File: config.mk
export PLATFORM = sky130hd
export DESIGN_NAME = crs_merge
export DESIGN_NICKNAME = d
export VERILOG_FILES = /design/src/sv/catmull_rom_spline_4lane_top_defines.svh /design/src/sv/crs_pkg.sv /design/src/sv/crs_merge.sv
export SDC_FILE = /design/constraint.sdc
export NUM_CORES = 1
export LEC_CHECK = 0
export ABC_AREA = 1
export BUFFER_PORTS_ARGS = -buffer_cell sky130_fd_sc_hd__buf_2
export CAP_MARGIN = 30
export CORE_ASPECT_RATIO = 1.2
export CORE_MARGIN = 5
export CORE_UTILIZATION = 38
export CTS_BUF_LIST = sky130_fd_sc_hd__clkbuf_4
export DETAILED_ROUTE_END_ITERATION = 12
export MAX_ROUTING_LAYER = met4
export PLACE_DENSITY = 0.84
export SLEW_MARGIN = 20
export SYNTH_ARGS = -nofsm -noshare
export SYNTH_HDL_FRONTEND = slang
export SYNTH_SLANG_ARGS = --single-unit
File: constraint.sdc
create_clock -name clk -period 0.8 [get_ports clk]
set_clock_uncertainty 0.2 [all_clocks]
set_input_delay 0 -clock clk [delete_from_list [all_inputs] [get_ports clk]]
set_output_delay 0 -clock clk [all_outputs]
set_load 0.05 [all_outputs]
File: src/sv/catmull_rom_spline_4lane_top_defines.svh
// Assertion macros for the Catmull-Rom spline evaluator.
// Included by the top level; empty bodies when SYNTHESIS is defined.
`ifndef CATMULL_ROM_SPLINE_4LANE_TOP_DEFINES_SVH
`define CATMULL_ROM_SPLINE_4LANE_TOP_DEFINES_SVH
`ifndef SYNTHESIS
// Same-cycle implication.
`define CRS_ASSERT_IMPLIES(label, clk, rstn, ante, cons) \
	label: assert property (@(posedge clk) disable iff (!rstn) (ante) |-> (cons)) \
		else $error("%m: implication failed");
// Next-cycle implication.
`define CRS_ASSERT_NEXT(label, clk, rstn, ante, cons) \
	label: assert property (@(posedge clk) disable iff (!rstn) (ante) |=> (cons)) \
		else $error("%m: next-cycle implication failed");
`else
`define CRS_ASSERT_IMPLIES(label, clk, rstn, ante, cons)
`define CRS_ASSERT_NEXT(label, clk, rstn, ante, cons)
`endif
`endif

File: src/sv/crs_pkg.sv
// Shared constants and types for the Catmull-Rom spline evaluator.
// No dependencies.
`default_nettype none
package crs_pkg;
	localparam int LANES_DEF     = 4;
	localparam int ELEM_BITS_DEF = 16;
	localparam int MAX_LANES     = 4;
	localparam int FIELD_W       = 64;
	localparam int IN_FIELDS     = 5;
	localparam int MASK_W        = 4;
	localparam int S_TDATA_W     = IN_FIELDS * FIELD_W;
	localparam int M_TDATA_W     = ((FIELD_W + MASK_W + 7) / 8) * 8;

	// Field order inside s_tdata.
	localparam int F_PARAM = 0;
	localparam int F_KNOT0 = 1;
	localparam int F_KNOT1 = 2;
	localparam int F_KNOT2 = 3;
	localparam int F_KNOT3 = 4;

	// Per-stage load enables of the lane pipeline and the merge register.
	typedef struct packed {
		logic s1;
		logic s2;
		logic s3;
		logic s4;
		logic s5;
		logic merge;
	} pipe_en_t;
endpackage
`default_nettype wire

File: src/sv/crs_merge.sv
// Merge stage: packs lane values and clamp flags into the output register.
// Depends on crs_pkg for widths and the stage enable struct.
`default_nettype none
module crs_merge import crs_pkg::*; #(
	parameter int LANES        = LANES_DEF,
	parameter int ELEMENT_BITS = ELEM_BITS_DEF
) (
	input  wire logic                               clk,
	input  wire pipe_en_t                           en,
	input  wire logic [LANES-1:0][ELEMENT_BITS-1:0] lane_y,
	input  wire logic [LANES-1:0]                   lane_sat,
	output logic      [FIELD_W-1:0]                 curve,
	output logic      [MASK_W-1:0]                  mask
);
	logic [FIELD_W-1:0] curve_c, curve_q;
	logic [MASK_W-1:0]  mask_c, mask_q;

	// unused lanes stay zero
	always_comb begin
		curve_c = '0;
		mask_c  = '0;
		for (int i = 0; i < LANES; i++) begin
			curve_c[i*ELEMENT_BITS +: ELEMENT_BITS] = lane_y[i];
			mask_c[i]                               = lane_sat[i];
		end
	end

	always_ff @(posedge clk) begin
		if (en.merge) begin
			curve_q <= curve_c;
			mask_q  <= mask_c;
		end
	end

	assign curve = curve_q;
	assign mask  = mask_q;
endmodule
`default_nettype wire
==> metrics.txt <==
#FFs+latches synth=68; Layout area overhead=101%; Yosys top cell by area=edfxtp_1; Pwr Density=2160 nW/um^2; crit path launch type=flop; DR iter-0 viols=96; core area=5260 um^2; register area share after synthesis=1.00; total global routing overflow=0; wire length after detailed routing=7590 um; Worst VDD drop=0.00165 V; Synth area leaders=edfxtp_1 (100%); Buf+Inv Stages, Crit Path=1; CTS clk-pin slew, worst paths=0.15 ns; DP Wirelength=3830 um; CTS tree=built; Final setup viols=68; multi-input logic area=0 um^2; CP max stage delay=0.45 ns; routed len/inst=21.4 um; initial antenna violation count=0; number of buffers created by CTS=9; Buffers on Ports=137; final setup margin=-0.469 ns; die width=76.9 um; Syn Std Cell Area=2040 um^2; CP max stage cell=edfxtp_1; Yosys top cell area share=1.00; synthesized instance count=68; Post-Syn Nets=143; first-pass GRT wire length=11000 um; Worst EP required=0.60 ns; die area=6950 um^2; vias post-DR=1607; Post-CTS Hold Buffers=68; initial core utilization=0.388; fin crit share=1.59; Synth cell types=1; post-CTS setup buffer count=0; multi-input gates=0; CTS Root Cell=clkbuf_4; Core Rows=29; RSZ-0062 raised after global routing=yes; worst min path class=in -> reg; Slew HR=0.882; crit-path max FO=1; Max Cap Viol=0; CTS sink cnt=68; pre-CTS setup slack=-0.0870 ns; final core utilization=0.780; violated checks=hold timing, setup timing; Worst Path Arrival=1.07 ns; largest net degree at the start of global routing=33; via-per-instance ratio=4.54; fin cells=354; Worst Setup End Kind=output port; Fin Hold WS=-0.146 ns; fmax=0.788 GHz; Final ANT Viol Nets=0; io pins=143; Period minus WS final=1.27 ns; chip height=90.3 um; clk buf depth=2; Final Max Tran Viols=0; first-pass detailed-route iteration total=4; Tightest Pin Transition=0.177 ns; Antenna Cells=0; CP top delay family=flip-flops; status=complete, but fails checks; H-tree depth=3; GP Congestion=0.775; DR DRC count=0; gr usage total=0.229; syn avg cell area=30.0 um^2; Static Leak=1.73 nW; Final Hold Vio Count=68; layout cell share with drive strength beyond 1=0.534; placed insts=270; Final #Nets=362; TNS Setup=-27.19 ns; Yosys Warn Count=0; number of global-route vias before repair=1935; kind of critical path=reg -> out; worst path cell trace=buf_6
-- Yosys cell counts --
cell type / count
edfxtp_1: 68
-- where the power goes --
group	internal, mW	switching, mW	total [mW]	leakage (nW)
sequential	4.24	0.155	4.39	0.666
combinational	0.858	1.29	2.15	0.990
clock	0.966	1.36	2.33	0.0725
-- metrics by stage --
stage               instance area, um^2  total power [mW]
floorplan                          2040              5.38
global placement                   2850              5.87
detailed placement                 2850              5.90
CTS                                4100              8.77
global route                       4100              9.16
finish                             4100              8.87
-- sequential cells by signal, indices dropped and copies added (netlist names) --
register / flops
mask: 4
curve: 64
-- metal layers --
layer	vias up	wire, um	GRT usage
met3	23	494	0.0559
li1	719	-	-
met5	-	0	-
met4	0	313	0.133
met1	773	2210	0.189
met2	92	4570	0.441
-- final cells by class --
cell class	count	area [um^2]
timing repair buffer	208	1840
clock inverter	7	76.3
clock buffer	9	67.6
sequential	68	2040
fill	282	1160
tap	62	77.6
-- kinds of logic after synthesis --
logic type	share of synthesized area
flops	1.00
-- repair_timing --
item / CTS / global route
gates resized for setup: 136 / 0
endpoints found under the hold margin: 136 / 68
setup endpoints to repair: 68 / 68
-- final timing paths --
path / startpoint / endpoint / slack (ns) / depth (start not counted)
max: curve[17] / curve[17] / -0.47 / 1
min: en[0] / curve[51] / -0.15 / 2
-- layout by cell type, fill, tap and decap left out --
cell            n
buf_6          68
bufinv_16       1
edfxtp_1       68
inv_6           1
buf_2          69
clkinv_4        2
dlygate4sd3_1  68
clkinvlp_4      2
clkinv_2        1
clkbuf_4        9
buf_4           1
buf_12          2
(Power assumes the default switching activity.)
